$ cat src/sv/lsps_pkg.sv
`timescale 1ns / 1ps
// shared types, codes and sizes for the status led pattern sequencer
// no dependencies; imported by every module of the block
package lsps_pkg;

  // width of the millisecond time base and of the deadline
  localparam int TIME_WIDTH = 32;
  // width of the remainder unit's bit counter
  localparam int CNT_W = $clog2(TIME_WIDTH + 1);
  // timing register width and register file size
  localparam int REG_W = 16;
  localparam int ADDR_W = 5;

  // action codes
  localparam logic [1:0] ACT_TICK = 2'd0;
  localparam logic [1:0] ACT_NOTIFY = 2'd1;
  localparam logic [1:0] ACT_MODE = 2'd2;

  // mode codes
  localparam logic [1:0] MODE_BOOTING = 2'd0;
  localparam logic [1:0] MODE_CONNECTING = 2'd1;
  localparam logic [1:0] MODE_RUNNING = 2'd2;

  // register indexes
  localparam logic [2:0] REG_FAST_ON = 3'd0;
  localparam logic [2:0] REG_FAST_PERIOD = 3'd1;
  localparam logic [2:0] REG_BEAT_ON = 3'd2;
  localparam logic [2:0] REG_BEAT_PERIOD = 3'd3;
  localparam logic [2:0] REG_PULSE = 3'd4;
  localparam logic [2:0] REG_GAP = 3'd5;

  // register reset values
  localparam logic [REG_W-1:0] FAST_ON_RST = 16'd125;
  localparam logic [REG_W-1:0] FAST_PERIOD_RST = 16'd250;
  localparam logic [REG_W-1:0] BEAT_ON_RST = 16'd100;
  localparam logic [REG_W-1:0] BEAT_PERIOD_RST = 16'd2000;
  localparam logic [REG_W-1:0] PULSE_RST = 16'd80;
  localparam logic [REG_W-1:0] GAP_RST = 16'd80;

  // blink phase
  typedef enum logic [2:0] {
    PH_IDLE   = 3'd0,
    PH_PULSE1 = 3'd1,
    PH_GAP1   = 3'd2,
    PH_PULSE2 = 3'd3,
    PH_GAP2   = 3'd4
  } phase_t;

  // sequencer state
  typedef enum logic {
    SEQ_IDLE,
    SEQ_DIV
  } seq_state_t;

  // input and result words
  typedef struct packed {
    logic [1:0]  action;
    logic [31:0] time_now;
    logic [1:0]  mode_value;
  } in_word_t;

  typedef struct packed {
    logic led_update;
    logic led_level;
  } out_word_t;

  // timing registers as seen by the sequencer
  typedef struct packed {
    logic [REG_W-1:0] fast_on_ms;
    logic [REG_W-1:0] fast_period_ms;
    logic [REG_W-1:0] beat_on_ms;
    logic [REG_W-1:0] beat_period_ms;
    logic [REG_W-1:0] pulse_ms;
    logic [REG_W-1:0] gap_ms;
  } cfg_t;

  // remainder unit status
  typedef struct packed {
    logic             done;
    logic [REG_W-1:0] rem;
  } rem_status_t;

endpackage

$ cat src/sv/lsps_regs.sv
`timescale 1ns / 1ps
// apb-style timing register file, six 16-bit registers at word addresses
// depends on lsps_pkg
module lsps_regs
  import lsps_pkg::*;
(
  input  logic              clk,
  input  logic              rst,
  input  logic              psel,
  input  logic              penable,
  input  logic              pwrite,
  input  logic [ADDR_W-1:0] paddr,
  input  logic [31:0]       pwdata,
  output logic [31:0]       prdata,
  output logic              pready,
  output cfg_t              cfg
);

  logic       wr_en;
  logic [2:0] idx;

  assign pready = 1'b1;
  assign wr_en  = psel && penable && pwrite;
  assign idx    = paddr[ADDR_W-1:2];

  // register writes
  always_ff @(posedge clk) begin
    if (rst) begin
      cfg.fast_on_ms     <= FAST_ON_RST;
      cfg.fast_period_ms <= FAST_PERIOD_RST;
      cfg.beat_on_ms     <= BEAT_ON_RST;
      cfg.beat_period_ms <= BEAT_PERIOD_RST;
      cfg.pulse_ms       <= PULSE_RST;
      cfg.gap_ms         <= GAP_RST;
    end else if (wr_en) begin
      unique case (idx)
        REG_FAST_ON:     cfg.fast_on_ms     <= pwdata[REG_W-1:0];
        REG_FAST_PERIOD: cfg.fast_period_ms <= pwdata[REG_W-1:0];
        REG_BEAT_ON:     cfg.beat_on_ms     <= pwdata[REG_W-1:0];
        REG_BEAT_PERIOD: cfg.beat_period_ms <= pwdata[REG_W-1:0];
        REG_PULSE:       cfg.pulse_ms       <= pwdata[REG_W-1:0];
        REG_GAP:         cfg.gap_ms         <= pwdata[REG_W-1:0];
        default: ;
      endcase
    end
  end

  // read mux
  always_comb begin
    unique case (idx)
      REG_FAST_ON:     prdata = {16'd0, cfg.fast_on_ms};
      REG_FAST_PERIOD: prdata = {16'd0, cfg.fast_period_ms};
      REG_BEAT_ON:     prdata = {16'd0, cfg.beat_on_ms};
      REG_BEAT_PERIOD: prdata = {16'd0, cfg.beat_period_ms};
      REG_PULSE:       prdata = {16'd0, cfg.pulse_ms};
      REG_GAP:         prdata = {16'd0, cfg.gap_ms};
      default:         prdata = 32'd0;
    endcase
  end

endmodule

$ cat src/sv/lsps_rem.sv
`timescale 1ns / 1ps
// bit-serial restoring remainder unit: time modulo a 16-bit period
// depends on lsps_pkg; one dividend bit per cycle
module lsps_rem
  import lsps_pkg::*;
(
  input  logic                  clk,
  input  logic                  rst,
  input  logic                  start,
  input  logic [TIME_WIDTH-1:0] dividend,
  input  logic [REG_W-1:0]      divisor,
  output rem_status_t           status
);

  logic                  busy;
  logic                  done;
  logic [CNT_W-1:0]      count;
  logic [TIME_WIDTH-1:0] shreg;
  logic [REG_W-1:0]      dvsr;
  logic [REG_W-1:0]      rem;
  logic [REG_W:0]        trial;
  logic [REG_W:0]        diff;

  // shift in the next dividend bit and try a subtract
  assign trial = {rem, shreg[TIME_WIDTH-1]};
  assign diff  = trial - {1'b0, dvsr};

  // control
  always_ff @(posedge clk) begin
    if (rst) begin
      busy  <= 1'b0;
      done  <= 1'b0;
      count <= '0;
    end else begin
      done <= 1'b0;
      if (start) begin
        busy  <= 1'b1;
        count <= CNT_W'(TIME_WIDTH);
      end else if (busy) begin
        count <= count - 1'b1;
        if (count == CNT_W'(1)) begin
          busy <= 1'b0;
          done <= 1'b1;
        end
      end
    end
  end

  // datapath
  always_ff @(posedge clk) begin
    if (start) begin
      shreg <= dividend;
      dvsr  <= divisor;
      rem   <= '0;
    end else if (busy) begin
      shreg <= {shreg[TIME_WIDTH-2:0], 1'b0};
      if (!diff[REG_W]) begin
        rem <= diff[REG_W-1:0];
      end else begin
        rem <= trial[REG_W-1:0];
      end
    end
  end

  assign status.done = done;
  assign status.rem  = rem;

endmodule

$ cat src/sv/led_status_pattern_sequencer.sv
`timescale 1ns / 1ps
// status led pattern sequencer top level: item sequencer and result register
// depends on lsps_pkg, lsps_regs, lsps_rem
//
//   channel  | direction | handshake             | word
//   in       | into      | in_valid / in_ready   | in_word_t (action, time_now, mode_value)
//   out      | out of    | out_valid / out_ready | out_word_t (led_update, led_level)
//   apb      | into      | psel/penable, pready  | six 16-bit timing registers
//
// a tick that lands on a pattern level in connecting or running mode with a
// nonzero period takes its result from the remainder unit, which retires one
// time bit per cycle; every other item gives its result in the cycle after
// acceptance.
// one item is in flight at a time; a new word is taken once the result
// register is empty or being emptied. reset is synchronous and needs no pass.
module led_status_pattern_sequencer
  import lsps_pkg::*;
(
  input  logic              clk,
  input  logic              rst,
  input  logic              in_valid,
  output logic              in_ready,
  input  in_word_t          in_data,
  output logic              out_valid,
  input  logic              out_ready,
  output out_word_t         out_data,
  input  logic              psel,
  input  logic              penable,
  input  logic              pwrite,
  input  logic [ADDR_W-1:0] paddr,
  input  logic [31:0]       pwdata,
  output logic [31:0]       prdata,
  output logic              pready
);

  cfg_t        cfg;
  rem_status_t rem_st;

  seq_state_t            seq, seq_next;
  phase_t                phase, phase_next;
  logic [TIME_WIDTH-1:0] deadline, deadline_next;
  logic                  pending, pending_next;
  logic [1:0]            mode, mode_next;
  logic                  led_held;
  logic [REG_W-1:0]      on_lat;

  logic                  accept;
  logic [TIME_WIDTH-1:0] now;
  logic [TIME_WIDTH-1:0] since;
  logic                  due;
  logic                  start_div;
  logic                  drive;
  logic                  level;
  logic [REG_W-1:0]      sel_period;
  logic [REG_W-1:0]      sel_on;
  logic                  load;
  out_word_t             load_word;

  lsps_regs u_regs (
    .clk     (clk),
    .rst     (rst),
    .psel    (psel),
    .penable (penable),
    .pwrite  (pwrite),
    .paddr   (paddr),
    .pwdata  (pwdata),
    .prdata  (prdata),
    .pready  (pready),
    .cfg     (cfg)
  );

  lsps_rem u_rem (
    .clk      (clk),
    .rst      (rst),
    .start    (start_div),
    .dividend (now),
    .divisor  (sel_period),
    .status   (rem_st)
  );

  // wrap-safe deadline check
  assign accept = in_valid && in_ready;
  assign now    = TIME_WIDTH'(in_data.time_now);
  assign since  = now - deadline;
  assign due    = !since[TIME_WIDTH-1];

  // pattern source for the current mode
  always_comb begin
    if (mode == MODE_CONNECTING) begin
      sel_period = cfg.fast_period_ms;
      sel_on     = cfg.fast_on_ms;
    end else begin
      sel_period = cfg.beat_period_ms;
      sel_on     = cfg.beat_on_ms;
    end
  end

  // item decode and state update
  always_comb begin
    phase_next    = phase;
    deadline_next = deadline;
    pending_next  = pending;
    mode_next     = mode;
    start_div     = 1'b0;
    drive         = 1'b0;
    level         = 1'b0;
    if (accept) begin
      case (in_data.action)
        ACT_NOTIFY: begin
          if (mode == MODE_RUNNING) begin
            pending_next = 1'b1;
          end
        end
        ACT_MODE: begin
          if (in_data.mode_value == MODE_BOOTING || in_data.mode_value == MODE_CONNECTING ||
              in_data.mode_value == MODE_RUNNING) begin
            mode_next     = in_data.mode_value;
            phase_next    = PH_IDLE;
            deadline_next = '0;
            pending_next  = 1'b0;
          end
        end
        ACT_TICK: begin
          if (due) begin
            unique case (phase)
              PH_IDLE: begin
                drive = 1'b1;
                if (mode == MODE_RUNNING && pending) begin
                  pending_next  = 1'b0;
                  level         = 1'b1;
                  phase_next    = PH_PULSE1;
                  deadline_next = now + TIME_WIDTH'(cfg.pulse_ms);
                end else if (mode == MODE_BOOTING) begin
                  level = 1'b1;
                end else if (sel_period == '0) begin
                  // zero period: the remainder is the time itself
                  level = now < TIME_WIDTH'(sel_on);
                end else begin
                  start_div = 1'b1;
                end
              end
              PH_PULSE1, PH_PULSE2: begin
                drive         = 1'b1;
                level         = 1'b0;
                phase_next    = (phase == PH_PULSE1) ? PH_GAP1 : PH_GAP2;
                deadline_next = now + TIME_WIDTH'(cfg.gap_ms);
              end
              PH_GAP1: begin
                drive         = 1'b1;
                level         = 1'b1;
                phase_next    = PH_PULSE2;
                deadline_next = now + TIME_WIDTH'(cfg.pulse_ms);
              end
              default: begin
                // end of second gap: back to idle, led untouched
                phase_next    = PH_IDLE;
                deadline_next = now;
              end
            endcase
          end
        end
        default: ;
      endcase
    end
  end

  // result word to load this cycle
  always_comb begin
    load      = 1'b0;
    load_word = '0;
    if (rem_st.done) begin
      load                 = 1'b1;
      load_word.led_update = 1'b1;
      load_word.led_level  = rem_st.rem < on_lat;
    end else if (accept && !start_div) begin
      load                 = 1'b1;
      load_word.led_update = drive;
      load_word.led_level  = drive ? level : led_held;
    end
  end

  // sequencer next state
  always_comb begin
    seq_next = seq;
    unique case (seq)
      SEQ_IDLE: if (start_div) seq_next = SEQ_DIV;
      SEQ_DIV:  if (rem_st.done) seq_next = SEQ_IDLE;
      default:  seq_next = SEQ_IDLE;
    endcase
  end

  // sequencer outputs
  always_comb begin
    unique case (seq)
      SEQ_IDLE: in_ready = !out_valid || out_ready;
      default:  in_ready = 1'b0;
    endcase
  end

  // control state
  always_ff @(posedge clk) begin
    if (rst) begin
      seq       <= SEQ_IDLE;
      phase     <= PH_IDLE;
      deadline  <= '0;
      pending   <= 1'b0;
      mode      <= MODE_BOOTING;
      led_held  <= 1'b0;
      out_valid <= 1'b0;
    end else begin
      seq      <= seq_next;
      phase    <= phase_next;
      deadline <= deadline_next;
      pending  <= pending_next;
      mode     <= mode_next;
      if (load) begin
        out_valid <= 1'b1;
        led_held  <= load_word.led_level;
      end else if (out_ready) begin
        out_valid <= 1'b0;
      end
    end
  end

  // payload registers
  always_ff @(posedge clk) begin
    if (start_div) begin
      on_lat <= sel_on;
    end
    if (load) begin
      out_data <= load_word;
    end
  end

endmodule
$ cat config.mk
export PLATFORM = sky130hd
export DESIGN_NAME = led_status_pattern_sequencer
export DESIGN_NICKNAME = d
export VERILOG_FILES = /design/src/sv/lsps_pkg.sv /design/src/sv/lsps_regs.sv /design/src/sv/lsps_rem.sv /design/src/sv/led_status_pattern_sequencer.sv
export SDC_FILE = /design/constraint.sdc
export NUM_CORES = 1
export LEC_CHECK = 0
export BUFFER_PORTS_ARGS = -buffer_cell sky130_fd_sc_hd__buf_2
export CAP_MARGIN = 20
export CORE_AREA = 5 5 155 187
export DETAILED_ROUTE_END_ITERATION = 7
export DIE_AREA = 0 0 160 192
export PLACE_DENSITY = 0.71
export SLEW_MARGIN = 40
export SYNTH_ARGS = -nofsm -noshare
export SYNTH_HDL_FRONTEND = slang
export SYNTH_SLANG_ARGS = --single-unit
$ cat constraint.sdc
create_clock -name clk -period 4 [get_ports clk]
set_clock_uncertainty 0.2 [all_clocks]
set_input_delay 0.4 -clock clk [delete_from_list [all_inputs] [get_ports clk]]
set_output_delay 0.4 -clock clk [all_outputs]
set_load 0.1 [all_outputs]
== Word-level counts from Yosys, hierarchy flattened ==
Cells that the tools add are included.

* Magnitude comparators: 2
* Mux-type cells: 58
* Reduce and logical (&&, ||, !) cells: 33
* Bitwise logic cells: 2
* Add/subtract/negate cells: 5
* Equality and inequality tests: 21

{| class="wikitable"
|+ Operators with widths
! kind !! number
|-
| $mux 32 || 5
|-
| $pmux 16 s6 || 1
|-
| $pmux 32 s3 || 1
|-
| $add 32x16->32 || 2
|-
| $pmux 32 s2 || 1
|-
| $mux 16 || 3
|-
| $mux 1 || 35
|-
| $lt 32x16->1 || 1
|-
| $sub 32x32->32 || 1
|-
| $sub 17x16->17 || 1
|-
| $logic_not 16->1 || 1
|-
| $lt 16x16->1 || 1
|-
| $eq 3x2->1 const B || 4
|-
| $mux 3 || 4
|-
| $mux 6 || 2
|-
| $reduce_and 2->1 || 6
|-
| $ne 2x2->1 const B || 5
|-
| $pmux 3 s3 || 1
|-
| $reduce_and 7->1 || 1
|-
| $eq 2x1->1 const B || 3
|-
| $eq 2x2->1 const B || 3
|-
| $eq 3x1->1 const B || 2
|-
| $eq 3x3->1 const B || 2
|-
| $eq 6x1->1 const B || 1
|-
| 19 further kinds || 34
|}

* Logic and storage cells: 144
* Input port bits: 80
* Output and inout bits: 37
* Register bits after elaboration: 227

== Logic depth before layout (Yosys ltp) ==
Gate-level depths: netlist (run 1).

* Depth after elaboration: 15
* Mapped depth: 15
* Depth with buffers taken out: 13

== Hierarchy ==
From an unflattened synthesis (run 1), not the netlist that was laid out.

* Cell total of the unflattened synthesis: 1511
* Area, all modules: 14083.5 µm²

{| class="wikitable"
|+ By module, submodules not included
! module !! area an instance (µm²) !! instances !! cells an instance !! seq. area each (µm²)
|-
| led_status_pattern_sequencer || 5669.2 || 1 || 648 || 1361.3
|-
| lsps_regs || 4580.6 || 1 || 540 || 1921.8
|-
| lsps_rem || 3833.7 || 1 || 323 || 1921.8
|}

== Worst setup path after synthesis (run 1) ==
No wires, ideal clock.

* Path type: flip-flop to flip-flop
* From: reg out_valid
* To: reg u_rem.shreg[0] (enable)
* Clock period less this slack: 4.225 ns
* Path buffers: 1
* Setup time: 0.389 ns
* Arrival time: 3.635 ns
* Stages on the path, launching flop included: 7
* Data required time: 3.411 ns
* Slack: -0.225 ns
* Cell sequence: dfxtp_1 -> nand2b_1 -> nor2b_1 -> and2_1 -> clkbuf_1 -> nand3_4 -> nand2_1

* Word-level cells in the longest chain between the ends: 6

{| class="wikitable"
|+ RTL lines
! what !! RTL line !! text
|-
| from (decl) || led_status_pattern_sequencer.sv:24 || <nowiki>output logic out_valid,</nowiki>
|-
| from (signal assigned) || led_status_pattern_sequencer.sv:209 || <nowiki>out_valid <= 1'b0;</nowiki>
|-
| from (signal assigned) || led_status_pattern_sequencer.sv:217 || <nowiki>out_valid <= 1'b1;</nowiki>
|-
| from (signal assigned) || led_status_pattern_sequencer.sv:220 || <nowiki>out_valid <= 1'b0;</nowiki>
|-
| $logic_not 1->1 || led_status_pattern_sequencer.sv:195 || <nowiki>SEQ_IDLE: in_ready = !out_valid || out_ready;</nowiki>
|-
| $logic_or 1x1->1 || led_status_pattern_sequencer.sv:195 ||
|-
| $mux 1 || led_status_pattern_sequencer.sv:194 || <nowiki>unique case (seq)</nowiki>
|-
| net in_ready || led_status_pattern_sequencer.sv:22 || <nowiki>output logic in_ready,</nowiki>
|-
| $logic_and 1x1->1 || led_status_pattern_sequencer.sv:82 || <nowiki>assign accept = in_valid && in_ready;</nowiki>
|-
| $mux 1 || led_status_pattern_sequencer.sv:107 || <nowiki>if (accept) begin</nowiki>
|-
| $reduce_bool 2->1 (no line) || - ||
|-
| to (signal assigned) || lsps_rem.sv:52 || <nowiki>shreg <= dividend;</nowiki>
|-
| to (signal assigned) || lsps_rem.sv:56 || <nowiki>shreg <= {shreg[TIME_WIDTH-2:0], 1'b0};</nowiki>
|-
| to (decl) || lsps_rem.sv:18 || <nowiki>logic [TIME_WIDTH-1:0] shreg;</nowiki>
|}

The timed path passes the listed nets, and every way through them passes these cells.
A chain may end at the register's enable or synchronous reset.

== Worst setup path in the final report (run 1) ==
* From: reg phase[2]
* To: reg deadline[20]

* Word-level cells in the longest chain between the ends: 5
* Elaborated cells on any way between the ends: 10
* Those cells by class: eq/ne (4); mux (3); reduce/logical (3)

{| class="wikitable"
|+ RTL lines
! what !! RTL line !! text
|-
| from (decl) || led_status_pattern_sequencer.sv:40 || <nowiki>phase_t phase, phase_next;</nowiki>
|-
| from (signal assigned) || led_status_pattern_sequencer.sv:212 || <nowiki>phase <= phase_next;</nowiki>
|-
| $eq 3x1->1 / $eq 3x2->1 (equally long branches) || led_status_pattern_sequencer.sv:125 || <nowiki>unique case (phase)</nowiki>
|-
| $reduce_or 2->1 || - ||
|-
| $pmux 32 s3 || led_status_pattern_sequencer.sv:125 ||
|-
| $mux 32 || led_status_pattern_sequencer.sv:124 || <nowiki>if (due) begin</nowiki>
|-
| $pmux 32 s2 || led_status_pattern_sequencer.sv:108 || <nowiki>case (in_data.action)</nowiki>
|-
| to (signal assigned) || led_status_pattern_sequencer.sv:213 || <nowiki>deadline <= deadline_next;</nowiki>
|-
| to (decl) || led_status_pattern_sequencer.sv:41 || <nowiki>logic [TIME_WIDTH-1:0] deadline, deadline_next;</nowiki>
|}

Several ways; a longest one is shown, not always the timed one. The select of a mux whose other input is x is not followed.

==> results.json, run 1 <==
{
  "fmax_ghz": 0.273,
  "diodes": 0,
  "synth_compound_area_share_pct": 18.0,
  "hold_path_class": "in2reg",
  "ys.flop_type": "dfxtp_1",
  "power_leakage_nw": 5.93,
  "initial_core_util_pct": 49.3,
  "wirelength_mm": 36.6,
  "fin_tns_setup_ns": 0,
  "setup_viol": 0,
  "cts_tree": "built",
  "cap_violations": 0,
  "synth_edf_count": 66,
  "die-area_um2": 30700,
  "hold_depth": 3,
  "grt_max_degree": 124,
  "cts.htree.levels": 1,
  "synthAdderAreaFrac_pct": 9.19,
  "netlist_instances": 1475,
  "cts-buffers-inserted": 25,
  "slew_headroom_pct": 44.6,
  "rows": 66,
  "vias": 11301,
  "final_area_um2": 14900,
  "min_period_over_period_pct": 91.7,
  "ios": 117,
  "end_kind": "register",
  "avgSynthCellArea_um2": 8.97,
  "drtIter0Drc": 1023,
  "drive_above_1_share_pct": 13.8,
  "drv_slew": 0,
  "area_growth_pct": 12.9,
  "reg2reg_depth": 12,
  "synthMuxAreaShare_pct": 7.97,
  "criticalPathCategory": "reg2reg",
  "syn_area_um2": 13200,
  "ys_seq_area_share_pct": 39.3,
  "finalHoldViolations": 0,
  "first_pass_iters": 5,
  "cts-root-buf": "clkbuf_16",
  "synth_warnings": 0,
  "synth_cell_types": 77,
  "start_kind": "register",
  "synth_top_family_by_area": "compound AO/OA/AOI/OAI gates",
  "clockBufferDepth": 3,
  "placed_cell_area_um2": 14000,
  "path_clk_slew_ns": 0.06,
  "tightestPinTransition_ns": 0.831,
  "min_period_ns": 3.67,
  "dieHeight_um": 192,
  "rsz0062_at_grt": "false",
  "wire_per_inst_um": 19.1,
  "fin_util_pct": 55.7,
  "critPathRequiredTime_ns": 4.22,
  "die_w_um": 160,
  "core_um2": 26800,
  "drtAntennaViolNets": 0,
  "clock_latency_ns": 0.52,
  "routed_via_density": 5.90,
  "grt_pass1_vias": 10878,
  "p_per_area_nw_per_um2": 427,
  "synth-simple-area-share_pct": 16.9,
  "numPortBuffers": 81,
  "nNetsFinal": 1732,
  "synth-async-reset-ratio_pct": 0,
  "synth_seq_cells": 227,
  "cp_max_fo": 8,
  "synthXorXnorAreaFrac_pct": 2.32,
  "drcViolationCount": 0,
  "grt_usage_pct": 23.4,
  "post-dp-hpwl_mm": 26.3,
  "antenna_found_initial": 0,
  "arrival_ns": 3.89,
  "gp_congestion": 0.917,
  "status": "finished clean",
  "grt_pass1_wl_mm": 58.6,
  "vdd_drop_max_v": 0.000378,
  "grt-ovfl-total": 0,
  "clkSinkCount": 227
}
cell families after synthesis:
logic type	after synthesis
and+or+nand+nor	474
AOI/OAI and AO/OA	352
DFF	227
buffers and inverters	192
muxes	97
adders and majority gates	96
xor gates and xnor gates	35
other	2
repair_timing:
action | in CTS | in global routing
buffers inserted | 0 | 0
gates resized for setup | 0 | 1
hold buffers | 16 | 1
endpoints found under the setup margin | 0 | 7
hold endpoints to repair | 49 | 1
flip-flops by register name, indices dropped and copies added, names as in the netlist, 3 cells and up:
register / cells
on_lat: 16
u_rem.dvsr: 16
u_rem.shreg: 32
u_rem.count: 6
phase: 3
u_regs.cfg: 96
u_rem.rem: 16
deadline: 32
cell usage in the layout (no fill, tap or decap), types with 15 or more instances in the layout:
master,netlist,routed
a211oi_1,24,24
a21o_1,16,16
a21oi_1,121,121
a22oi_1,49,49
buf_2,8,80
buf_4,18,29
clkbuf_16,0,26
conb_1,2,17
dfxtp_1,161,161
dlygate4sd3_1,0,17
edfxtp_1,66,66
ha_1,94,94
inv_1,101,101
mux2_1,26,26
mux2_2,41,41
mux2i_1,30,30
nand2_1,244,244
nand3_1,32,32
nand3b_1,25,25
nor2_1,51,51
nor3_1,28,26
nor4_1,15,15
o21ai_0,28,28
o32ai_1,29,29
xnor2_1,24,24
metrics by stage:
step	setup slack (ns)	hold WS, ns	total power, W	instances
3_3_place_gp	0.321	0.254	0.00412	1852
3_5_place_dp	0.269	0.260	0.00416	1852
4_1_cts	0.250	0.00157	0.00642	1913
6_report	0.330	0.0234	0.00638	1914
5_1_grt	0.0644	0.0151	0.00670	1914
2_1_floorplan	0.231	0.246	0.00380	1490
power breakdown:
part	leakage (nW)	internal, W	switching (W)
registers	1.95	0.00245	0.000139
clock network	0.389	0.00131	0.000927
logic	3.59	0.000631	0.000922
total	5.93	0.00439	0.00199
cell usage after synthesis, drive strengths merged (6+ instances only):
library cell | count | share of area (%)
nand4 | 11 | 0.52
and3 | 12 | 0.57
o21ai | 30 | 1.1
ha | 94 | 8.9
nor2b | 9 | 0.43
nand3b | 25 | 1.4
nor2 | 51 | 1.4
inv | 102 | 2.9
a31oi | 11 | 0.57
edfxtp | 66 | 15
xnor2 | 24 | 1.6
a211o | 8 | 0.53
a21oi | 121 | 4.6
xor2 | 11 | 0.73
mux2i | 30 | 2.3
buf | 32 | 1.7
nor3 | 28 | 1.1
o211ai | 10 | 0.57
mux2 | 67 | 5.7
nand2b | 11 | 0.52
and2 | 12 | 0.57
o31a | 6 | 0.40
a21o | 16 | 0.91
dfxtp | 161 | 24
o21a | 11 | 0.62
nand2 | 244 | 6.9
a22oi | 49 | 2.8
clkbuf | 58 | 1.6
nor4 | 16 | 0.80
nand3 | 33 | 1.3
o32ai | 30 | 2.0
a211oi | 25 | 1.5
path summary, 6_finish.rpt:
path	endpoint	slack, ns	from
worst max-delay path	deadline[20]	0.33	phase[2]
worst min-delay path	u_regs.cfg[70]	0.02	pwdata[6]
worst max register to register	deadline[20]	0.33	phase[2]
worst min register to register	seq	0.26	seq
critical path, cell delays in order, from the launching register on:
cell and delay [ns]:
dfxtp_1 0.30, or2_2 0.38, buf_4 0.20, mux2_2 0.29
ha_1 0.37, and3_1 0.23, a21boi_0 0.26, o31ai_2 0.16
a211oi_1 0.30, o31a_1 0.42, o211ai_1 0.16, xor2_1 0.17
o32ai_1 0.13
per-layer routing:
metal  wire length, µm  global-route usage, %  up-vias
met4              1840                   10.7        0
met1             15200                   29.8     5294
met3              2550                   3.24      102
li1                  -                      -     5453
met5                 0                      0        -
met2             17000                   39.7      452
cell type report:
cell class | count | area (µm²)
clock inverters | 4 | 22.5
inverters | 102 | 385
fillers | 2405 | 11900
multi-input cells | 1071 | 7290
flip-flops and latches | 227 | 5200
clock buffers | 41 | 771
repair buffers | 129 | 848
well taps | 340 | 425
(Power assumes the default switching activity.)
==> inputs of run 2 (changes only) <==
--- a/config.mk
+++ b/config.mk
@@ -7,10 +7,10 @@
 export LEC_CHECK = 0
 export BUFFER_PORTS_ARGS = -buffer_cell sky130_fd_sc_hd__buf_2
 export CAP_MARGIN = 20
-export CORE_AREA = 5 5 155 187
+export CORE_AREA = 5 5 148 178
 export DETAILED_ROUTE_END_ITERATION = 7
-export DIE_AREA = 0 0 160 192
-export PLACE_DENSITY = 0.71
+export DIE_AREA = 0 0 153 183
+export PLACE_DENSITY = 0.74
 export SLEW_MARGIN = 40
 export SYNTH_ARGS = -nofsm -noshare
 export SYNTH_HDL_FRONTEND = slang
==> constraint.sdc (replaced) <==
create_clock -name clk -period 4.49 [get_ports clk]
set_clock_uncertainty 0.2 [all_clocks]
set_input_delay 0.449 -clock clk [delete_from_list [all_inputs] [get_ports clk]]
set_output_delay 0.449 -clock clk [all_outputs]
set_load 0.05 [all_outputs]
==> run 2 against run 1 <==
Total power down 13%. Via count shrank 0.42%. Count of clock-buffer cells in the layout shrank 9. Combinational power shrank 17%. Highest routed layer unchanged. Hold slack better by 0.0011 ns. Critical endpoint is now deadline[22]. Sequential power decreased by 11%. Cell count is 2.4% lower.
==> results.json, run 2 (synthesized netlist as in run 1, its figures left out) <==
{
  "numPortBuffers": 81,
  "p_per_area_nw_per_um2": 378,
  "use_met3_pct": 4.11,
  "ios": 117,
  "first_pass_iters": 5,
  "end_kind": "register",
  "cts-root-buf": "clkbuf_16",
  "diodes": 0,
  "cts_tree": "built",
  "gp_congestion": 0.920,
  "wire_per_inst_um": 19.4,
  "final_common_cell": "nand2_1",
  "min_period_ns": 4.02,
  "final_cell_mix": "244 x nand2_1, 161 x dfxtp_1, 121 x a21oi_1",
  "grt_max_degree": 81,
  "drv_slew": 0,
  "core_um2": 24400,
  "status": "finished clean",
  "drive_above_1_share_pct": 13.0,
  "seqCellArea_um2": 5200,
  "criticalPathCategory": "reg2reg",
  "clockBufferDepth": 3,
  "grt_pass1_vias": 11126,
  "fin_tns_setup_ns": 0,
  "grt-ovfl-total": 0,
  "nNetsFinal": 1703,
  "antenna_found_initial": 0,
  "tightestPinTransition_ns": 0.815,
  "largest_reg_flops": 96,
  "rsz0062_at_grt": "false",
  "cts_setup_buffers": 0,
  "grt_usage_pct": 25.1,
  "post-dp-hpwl_mm": 25.8,
  "routed_via_density": 6.02,
  "vdd_drop_max_v": 0.000308,
  "grt_pass1_wl_mm": 57.7,
  "fillerInstances": 2120,
  "wirelength_mm": 36.2,
  "clock_latency_ns": 0.53,
  "drtIter0Drc": 926,
  "critPathRequiredTime_ns": 4.66,
  "initial_core_util_pct": 54.2,
  "clkSinkCount": 227,
  "multi_input_area_um2": 7290,
  "area_growth_pct": 10.5,
  "cts_hold_buf": 0,
  "drcViolationCount": 0,
  "vias": 11253,
  "power_leakage_nw": 5.78,
  "hold-worst-slack_ns": 0.0246,
  "min_period_over_period_pct": 89.6,
  "fin_cells": 1869,
  "grt_use_met1_pct": 31.2,
  "drtAntennaViolNets": 0,
  "start_kind": "register",
  "met2_usage_pct": 42.3,
  "die-area_um2": 28000,
  "ctsResizeCount": 0,
  "rows": 63,
  "cap_violations": 0,
  "dp_cells": 1826,
  "die_w_um": 153,
  "cts-buffers-inserted": 24,
  "cp_max_fo": 14,
  "path_clk_slew_ns": 0.06,
  "fmax_ghz": 0.249,
  "largest_registers": "u_regs.cfg: 96 flops, deadline: 32 flops, u_rem.shreg: 32 flops",
  "dieHeight_um": 183,
  "cts.htree.levels": 1,
  "setup_viol": 0,
  "top_register": "u_regs.cfg",
  "top_usage_layer": "met2",
  "hold_path_class": "in2reg",
  "finalHoldViolations": 0,
  "arrival_ns": 4.19,
  "slew_headroom_pct": 45.6
}
## run 2: cell types whose count changed in the layout (fill, tap and decap cells not counted), moves of 2 or more
cell | previous run | this run
dlygate4sd3_1 | 17 | 0
buf_4 | 29 | 19
clkbuf_8 | 6 | 0
clkinv_1 | 0 | 3
and2_0 | 3 | 1
and2_1 | 9 | 11
clkbuf_1 | 8 | 6
clkinv_2 | 3 | 5
## run 2: area by class of cell
class | count | area share [%]
timing repair buffer | 101 | 3.99
clock buffer | 32 | 4.60
inverter | 102 | 2.64
clock inverter | 11 | 0.565
multi-input combinational | 1071 | 49.8
tap | 325 | 2.78
sequential | 227 | 35.6
## run 2: report_power, final
| part | switching, W | leakage (nW) | internal [W] |
|---|---|---|---|
| Combinational | 0.000740 | 3.47 | 0.000549 |
| Clock | 0.000823 | 0.370 | 0.00111 |
| Sequential | 0.000120 | 1.95 | 0.00219 |
## run 2: worst paths after layout
path | startpoint | end | slack, ns | cells after the start
setup reg to reg | phase[2] | deadline[22] | 0.47 | 13
hold / removal | in_data[0] | mode[0] | 0.02 | 3
hold reg to reg | seq | seq | 0.26 | 2
setup / recovery | phase[2] | deadline[22] | 0.47 | 13
## run 2: metrics by stage
stage                     setup WS [ns]  util, %  cell area, µm²  total power [W]
after floorplan                   0.721        -           13300          0.00332
after global placement            0.516     56.7           13900          0.00359
after detailed placement          0.463     56.7           13900          0.00362
after CTS                         0.466     59.8           14600          0.00555
after global routing              0.238     59.8           14600          0.00581
final                             0.469     59.8           14600          0.00553
## run 2: layer usage
| metal | routed length [µm] | share of wire (%) |
|---|---|---|
| met2 | 16900 | 47 |
| met5 | 0 | 0 |
| met1 | 14600 | 40 |
| met3 | 2790 | 7.7 |
| met4 | 2000 | 5.5 |
## run 2: critical path, cell delays in order, from the launching register on
cell	delay, ns
dfxtp_1	0.31
or2_2	0.47
mux2_2	0.38
ha_1	0.23
inv_1	0.08
fa_1	0.17
nor2b_1	0.07
o31a_1	0.28
o31ai_1	0.53
a211oi_1	0.19
o31a_1	0.43
o211ai_1	0.23
xor2_1	0.19
o32ai_1	0.10
